File: src/design/rfa_pkg.sv
// ----------------------------------------------------------------------------
// rfa_pkg
// Shared constants, codes and types for the rational fraction ALU.
// ----------------------------------------------------------------------------
package rfa_pkg;

    localparam int WORD_BITS  = 32;
    localparam int FIELD_BITS = 32;
    localparam int MAG_BITS   = 64;

    // Largest legal positive value and largest legal negative magnitude
    localparam logic [MAG_BITS-1:0] MAG_HI  = MAG_BITS'((64'd1 << (WORD_BITS - 1)) - 64'd1);
    localparam logic [MAG_BITS-1:0] MAG_NEG = MAG_BITS'(64'd1 << (WORD_BITS - 1));

    localparam logic [2:0] FUNC_ADD  = 3'd0;
    localparam logic [2:0] FUNC_SUB  = 3'd1;
    localparam logic [2:0] FUNC_NEG  = 3'd2;
    localparam logic [2:0] FUNC_INC  = 3'd3;
    localparam logic [2:0] FUNC_NORM = 3'd4;
    localparam logic [2:0] FUNC_LESS = 3'd5;
    localparam logic [2:0] FUNC_EQ   = 3'd6;
    // Unassigned code, behaves as normalize
    localparam logic [2:0] FUNC_SPARE = 3'd7;

    localparam logic [1:0] ST_OK       = 2'd0;
    localparam logic [1:0] ST_ZERO_DEN = 2'd1;
    localparam logic [1:0] ST_ZERO_ZERO = 2'd2;
    localparam logic [1:0] ST_OVERFLOW = 2'd3;

    typedef struct packed {
        logic                start;
        logic [MAG_BITS-1:0] dividend;
        logic [MAG_BITS-1:0] divisor;
    } div_req_t;

    typedef struct packed {
        logic                busy;
        logic                done;
        logic [MAG_BITS-1:0] quo;
        logic [MAG_BITS-1:0] rem;
    } div_rsp_t;

    // Keep the low WORD_BITS bits, sign-extended from bit WORD_BITS-1
    function automatic logic [FIELD_BITS-1:0] sext(input logic [FIELD_BITS-1:0] v);
        logic [FIELD_BITS-1:0] r;
        for (int i = 0; i < FIELD_BITS; i++)
        begin
            r[i] = (i < WORD_BITS) ? v[i] : v[WORD_BITS-1];
        end
        return r;
    endfunction

    function automatic logic [FIELD_BITS-1:0] mag32(input logic [FIELD_BITS-1:0] v);
        return v[FIELD_BITS-1] ? (~v + 1'b1) : v;
    endfunction

endpackage

File: src/design/rfa_div.sv
// ----------------------------------------------------------------------------
// rfa_div
// Restoring radix-2 divider, unsigned 64 by 64, one quotient bit per cycle.
// ----------------------------------------------------------------------------
module rfa_div (
    input  logic              clk,
    input  logic              rst_n,
    input  rfa_pkg::div_req_t req,
    output rfa_pkg::div_rsp_t rsp
);

    localparam int W  = rfa_pkg::MAG_BITS;
    localparam int CW = $clog2(W + 1);

    logic [W-1:0]  rem_reg, rem_next;
    logic [W-1:0]  quo_reg, quo_next;
    logic [W-1:0]  dvs_reg;
    logic [CW-1:0] cnt_reg, cnt_next;
    logic          busy_reg, busy_next;
    logic          done_reg, done_next;
    logic [W:0]    shifted;
    logic [W:0]    diff;

    always_comb
    begin
        shifted   = {rem_reg, quo_reg[W-1]};
        diff      = shifted - {1'b0, dvs_reg};
        rem_next  = rem_reg;
        quo_next  = quo_reg;
        cnt_next  = cnt_reg;
        busy_next = busy_reg;
        done_next = 1'b0;
        if (busy_reg)
        begin
            if (!diff[W])
            begin
                rem_next = diff[W-1:0];
                quo_next = {quo_reg[W-2:0], 1'b1};
            end
            else
            begin
                rem_next = shifted[W-1:0];
                quo_next = {quo_reg[W-2:0], 1'b0};
            end
            cnt_next = cnt_reg - 1'b1;
            if (cnt_reg == CW'(1))
            begin
                busy_next = 1'b0;
                done_next = 1'b1;
            end
        end
        else if (req.start)
        begin
            rem_next  = '0;
            quo_next  = req.dividend;
            cnt_next  = CW'(W);
            busy_next = 1'b1;
        end
    end

    always_ff @(posedge clk or negedge rst_n)
    begin
        if (!rst_n)
        begin
            busy_reg <= 1'b0;
            done_reg <= 1'b0;
            cnt_reg  <= '0;
        end
        else
        begin
            busy_reg <= busy_next;
            done_reg <= done_next;
            cnt_reg  <= cnt_next;
        end
    end

    always_ff @(posedge clk)
    begin
        rem_reg <= rem_next;
        quo_reg <= quo_next;
        if (!busy_reg && req.start)
        begin
            dvs_reg <= req.divisor;
        end
    end

    assign rsp.busy = busy_reg;
    assign rsp.done = done_reg;
    assign rsp.quo  = quo_reg;
    assign rsp.rem  = rem_reg;

endmodule

File: config.mk
export PLATFORM = sky130hd
export DESIGN_NAME = rfa_div
export DESIGN_NICKNAME = d
export VERILOG_FILES = /design/src/design/rfa_pkg.sv /design/src/design/rfa_div.sv
export SDC_FILE = /design/constraint.sdc
export NUM_CORES = 1
export LEC_CHECK = 0
export BUFFER_PORTS_ARGS = -buffer_cell sky130_fd_sc_hd__buf_2
export CORE_UTILIZATION = 60
export CTS_CLUSTER_SIZE = 28
export DETAILED_ROUTE_END_ITERATION = 16
export PLACE_DENSITY = 0.85
export SLEW_MARGIN = 20
export SYNTH_ARGS = -nofsm -noshare
export SYNTH_HDL_FRONTEND = slang
export SYNTH_SLANG_ARGS = --single-unit
File: constraint.sdc
create_clock -name clk -period 6.5 [get_ports clk]
set_input_delay 0.65 -clock clk [delete_from_list [all_inputs] [get_ports clk]]
set_output_delay 0.65 -clock clk [all_outputs]
set_load 0.01 [all_outputs]
==> results.txt <==
----------------------------------------------------
[STA]
  Post-layout minimum cycle time ... 4.23 ns
  Tcrit/Tclk final ... 0.650
  Final count of negative-setup-slack endpoints ... 0
  Unrepaired setup endpoints after global routing ... no
  Transition time at the pin with the least slew margin ... 1.06 ns
  Achievable frequency ... 0.237 GHz
  Final TNS setup ... 0 ns
  Clock skew ... approximately 0.019 ns
  Number of hold violations in the final report ... 0
  Pins Over Slew Limit ... 0
  Headroom to the max-slew limit ... 0.291

[Clocking]
  CTS tree ... yes
  Clock buffer depth ... 3
  Clk slew on worst S/H paths ... approximately 0.07 ns
  CTS H-tree lvls ... 1
  Number of setup buffers added after CTS ... 0
  Cts bufs inserted ... 22
  Clock latency on the worst-skew pair ... roughly 0.53 ns
  Number of clock sinks seen by CTS ... 201
  Post-cts gate resize count ... 0
  Cell at the root of the clock tree ... sky130_fd_sc_hd__clkbuf_16

[Critical path]
  Number of cell instances on the worst register-to-register path ... 12
  Cell chain of the critical path ... ha_1 > a21oi_1 > a21boi_0 > o21a_1 > o211a_1 > a211o_1 > and3_1 > nor4_4 > buf_6 > buf_4 > nand3b_1 > o221ai_1
  CP max stage cell ... sky130_fd_sc_hd__nor4_4
  Endpoint required time on the critical path ... a little under 7 ns
  Critical path arrival ... between 4 and 5 ns
  Worst Setup Path Type ... reg2reg
  Cell depth of the worst setup path ... 12
  Critical Path Source Type ... register
  Worst Path Buf+Inv ... 2
  Type of element capturing the critical path ... register
  Largest fanout of any net on the critical path ... 24
  R2r setup slk ... between 2 and 2.5 ns
  End of the worst register-to-register path ... rem_reg[36]$_SDFFCE_PN0P_
  CP delay by family, top ... compound AO/OA/AOI/OAI gates
  Largest stage delay on the critical path ... around 0.63 ns
  R2r startpoint ... rem_reg[12]$_SDFFCE_PN0P_

[Pwr]
  Leakage power figure ... ~6.4 nW
  Relative contribution of sequential cells to total power ... 0.320
  Cell internal pwr ... about 0.0045 W
  Max IR drop VDD ... approximately 330 uV
  Power density cells ... ~520 nW/um^2
  Clock share of power ... 0.164
  Switching Share ... 0.413
  Switching power of the nets ... 0.00314 W
  Power share of the combinational group ... 0.516

[Cells and area]
  Share of final-layout standard cells stronger than drive strength 1 ... 0.279
  Final net count ... approximately 1600
  Sequential cell area ... roughly 6000 um^2
  Fillers ... 1448
  Area taken by multi-input logic gates ... roughly 5800 um^2
  Syn-to-layout area delta ... 17.7%
  Number of standard cells in the layout, taps in and fillers out ... between 1500 and 2000

[Place]
  Final HPWL from detailed placement ... 23600 um
  Buffers added on ports ... 260
  Gpl congestion ... 0.976
  Cells after DPL ... ~1600

[Route]
  Final routed wirelength across all metal layers ... around 32000 um
  Final ANT Viol Nets ... 0
  Vias per Instance ... between 5 and 6
  Drt first-iter violations ... 760
  Via count ... just under 10000
  DRC violations left ... 0
  DRT Pass-1 Iters ... 7
  Routed wirelength normalized by instance count ... ~19 um

[Die]
  Area enclosed by the die boundary ... roughly 21000 um^2
  Floorplan Core Area ... approximately 20000 um^2
  Horiz. Die Dim ... around 150 um
  Row count ... 52
  Num ports ... roughly 260
  Initial Utilization ... 0.612
  Y dimension of the die ... 145 um

[Global route]
  Via count of the first global-routing pass ... around 10000
  Overall overflow remaining after global route ... 0
  Number of antenna violations at the first check in global routing ... 2
  Largest net degree at the start of global routing ... 81
  GR Util All Layers ... 0.300
  Wire length of the first global-routing pass ... 50600 um

[Synth]
  Total nets after synthesis ... roughly 1300
  Distinct cells, synth ... 70
  Cell count after synthesis ... 1128
  Post-synthesis average cell area ... between 10 and 15 um^2
  Top post-synthesis cells by area ... sky130_fd_sc_hd__edfxtp_1, sky130_fd_sc_hd__ha_1, sky130_fd_sc_hd__mux2_2, sky130_fd_sc_hd__mux2i_1, sky130_fd_sc_hd__a21oi_1
  Synth Area in Adders ... 0.0685
  Yosys warns ... 0
  Share of the yosys chip area belonging to registers ... 0.485
  Post-synthesis mux area share ... 0.0913
  Area fraction of the dominant cell type after synthesis ... 0.467
  Flip-flop and latch count after synthesis ... roughly 200
  Combinational family with the most area after synthesis ... compound AO/OA/AOI/OAI gates
  Ys flop type ... sky130_fd_sc_hd__edfxtp_1
  Post-synthesis cell area ... roughly 12000 um^2
  Cell taking the most area after synthesis ... sky130_fd_sc_hd__edfxtp_1
  Async set-reset flop share out of synthesis ... 0.0448
  Complex-gate fraction of the synthesized area ... 0.153
  EDFF count, synth ... 192
  Fraction of the mapped netlist area in simple logic gates ... 0.121
  Post-synthesis share of cell area spent on xor and xnor gates ... 0.0326

[Hold path]
  Min-delay src ... req[2]
  Worst hold path class ... in2reg
  Number of stages on the worst hold path ... 1
  Endpoint, Worst Hold ... dvs_reg[2]$_DFFE_PP_

[Outcome]
  Outcome ... finished, final reports clean

[Flow run]
  Max-capacitance violation count ... 0

----------------------------------------------------
==> power groups by stage <==
stage | clock network [W] | logic (W) | registers (W)
floorplan | 0 | 0.00259 | 0.00255
global placement | 0 | 0.00371 | 0.00241
detailed placement | 0 | 0.00384 | 0.00243
CTS | 0.00126 | 0.00388 | 0.00242
global route | 0.00131 | 0.00424 | 0.00249
finish | 0.00125 | 0.00392 | 0.00243
==> Yosys cell counts (7+ instances only) <==
library cell	instances
sky130_fd_sc_hd__o22ai_1	10
sky130_fd_sc_hd__clkbuf_1	32
sky130_fd_sc_hd__a21boi_0	11
sky130_fd_sc_hd__a21o_1	37
sky130_fd_sc_hd__nor2b_1	44
sky130_fd_sc_hd__nand4_1	24
sky130_fd_sc_hd__nand3_1	18
sky130_fd_sc_hd__mux2_2	65
sky130_fd_sc_hd__o21a_1	8
sky130_fd_sc_hd__and2_1	8
sky130_fd_sc_hd__o21ai_0	47
sky130_fd_sc_hd__ha_1	66
sky130_fd_sc_hd__o31ai_1	7
sky130_fd_sc_hd__o21bai_1	13
sky130_fd_sc_hd__xor2_1	18
sky130_fd_sc_hd__a21boi_1	8
sky130_fd_sc_hd__inv_1	88
sky130_fd_sc_hd__a31oi_1	10
sky130_fd_sc_hd__mux2i_1	38
sky130_fd_sc_hd__edfxtp_1	192
sky130_fd_sc_hd__nand2b_1	18
sky130_fd_sc_hd__a21oi_1	71
sky130_fd_sc_hd__nor3_1	15
sky130_fd_sc_hd__or3_1	8
sky130_fd_sc_hd__and3_1	9
sky130_fd_sc_hd__nor2_1	44
sky130_fd_sc_hd__nand2_1	76
sky130_fd_sc_hd__xnor2_1	28
sky130_fd_sc_hd__dfrtp_1	9
==> per-layer routing <==
layer,vias up,share of wire,GRT usage
met5,-,0.00040,0
met4,2,0.042,0.128
met3,93,0.077,0.0589
met2,481,0.49,0.525
met1,4679,0.39,0.362
li1,4662,-,-
==> worst register-to-register path: cells and delay by family, from the launching register on <==
kind                     cells  cell delay [ns]
AND/OR/NAND/NOR              3             0.95
AO/OA/AOI/OAI                6             1.73
adder cells (fa/ha/maj)      1             0.39
flip-flops                   1             0.42
buffers and inverters        2             0.57
==> placed cells by master, fill, tap and decap left out, types with 7 or more instances in the layout <==
cell type / Yosys / final
sky130_fd_sc_hd__o31ai_1: 7 / 7
sky130_fd_sc_hd__a21o_1: 37 / 37
sky130_fd_sc_hd__and2_1: 8 / 8
sky130_fd_sc_hd__a21boi_1: 8 / 8
sky130_fd_sc_hd__nand4_1: 24 / 24
sky130_fd_sc_hd__mux2i_1: 38 / 38
sky130_fd_sc_hd__nor2_1: 44 / 44
sky130_fd_sc_hd__xor2_1: 18 / 18
sky130_fd_sc_hd__o22ai_1: 10 / 10
sky130_fd_sc_hd__nor3_1: 15 / 15
sky130_fd_sc_hd__nand3_1: 18 / 18
sky130_fd_sc_hd__ha_1: 66 / 66
sky130_fd_sc_hd__clkbuf_16: 0 / 22
sky130_fd_sc_hd__buf_2: 6 / 260
sky130_fd_sc_hd__a21oi_1: 71 / 71
sky130_fd_sc_hd__clkinv_2: 0 / 7
sky130_fd_sc_hd__edfxtp_1: 192 / 192
sky130_fd_sc_hd__o21a_1: 8 / 8
sky130_fd_sc_hd__and3_1: 9 / 9
sky130_fd_sc_hd__nand2b_1: 18 / 18
sky130_fd_sc_hd__buf_4: 4 / 8
sky130_fd_sc_hd__nor2b_1: 44 / 44
sky130_fd_sc_hd__nand2_1: 76 / 76
sky130_fd_sc_hd__dfrtp_1: 9 / 8
sky130_fd_sc_hd__or3_1: 8 / 8
sky130_fd_sc_hd__a31oi_1: 10 / 10
sky130_fd_sc_hd__inv_1: 88 / 86
sky130_fd_sc_hd__xnor2_1: 28 / 28
sky130_fd_sc_hd__o21ai_0: 47 / 47
sky130_fd_sc_hd__a21boi_0: 11 / 11
sky130_fd_sc_hd__mux2_2: 65 / 65
sky130_fd_sc_hd__o21bai_1: 13 / 13
==> layout make-up <==
cell class	count	share of cell area
timing repair buffer	270	0.0951
sequential	201	0.413
clock inverter	17	0.0115
clock buffer	23	0.0381
inverter	88	0.0229
antenna	2	0.000344
multi-input combinational	786	0.396
tap	270	0.0232
==> kinds of logic (layout without fill, tap and decap cells) <==
group                      after synthesis  count (layout)
AOI/OAI and AO/OA                      284             284
xor gates and xnor gates                46              46
adders and majority gates               67              67
buffers and inverters                  141             398
DFF                                    201             201
muxes                                  104             104
other                                    0               2
and+or+nand+nor                        285             285
==> worst max-delay path by stage <==
stage	start	end	slack, ns
floorplan	busy_reg$_DFF_PN0_	quo_reg[0]$_DFFE_PP_	2.78
global placement	quo_reg[63]$_DFFE_PP_	rem_reg[36]$_SDFFCE_PN0P_	2.20
detailed placement	rem_reg[52]$_SDFFCE_PN0P_	rem_reg[36]$_SDFFCE_PN0P_	2.36
CTS	rem_reg[12]$_SDFFCE_PN0P_	rem_reg[36]$_SDFFCE_PN0P_	2.32
global route	quo_reg[63]$_DFFE_PP_	rem_reg[36]$_SDFFCE_PN0P_	1.97
finish	rem_reg[12]$_SDFFCE_PN0P_	rem_reg[36]$_SDFFCE_PN0P_	2.27
==> metrics by stage <==
stage	instance area, um^2	util	power (W)	setup WS [ns]	hold WS (ns)
2_1_floorplan	12300	-	0.00514	2.78	0.354
3_3_place_gp	13800	0.683	0.00612	2.20	0.470
3_5_place_dp	13800	0.684	0.00627	2.36	0.478
4_1_cts	14500	0.720	0.00756	2.32	0.275
5_1_grt	14500	0.720	0.00804	1.97	0.277
6_report	14500	0.720	0.00759	2.27	0.291
==> timing repair <==
| action | 4_1_cts | 5_1_grt |
|---|---|---|
| hold buffers | 1 | 0 |
| endpoints found under the setup margin | 0 | 0 |
| endpoints found under the hold margin | 9 | 0 |
Power figures use the tool's default switching activity.
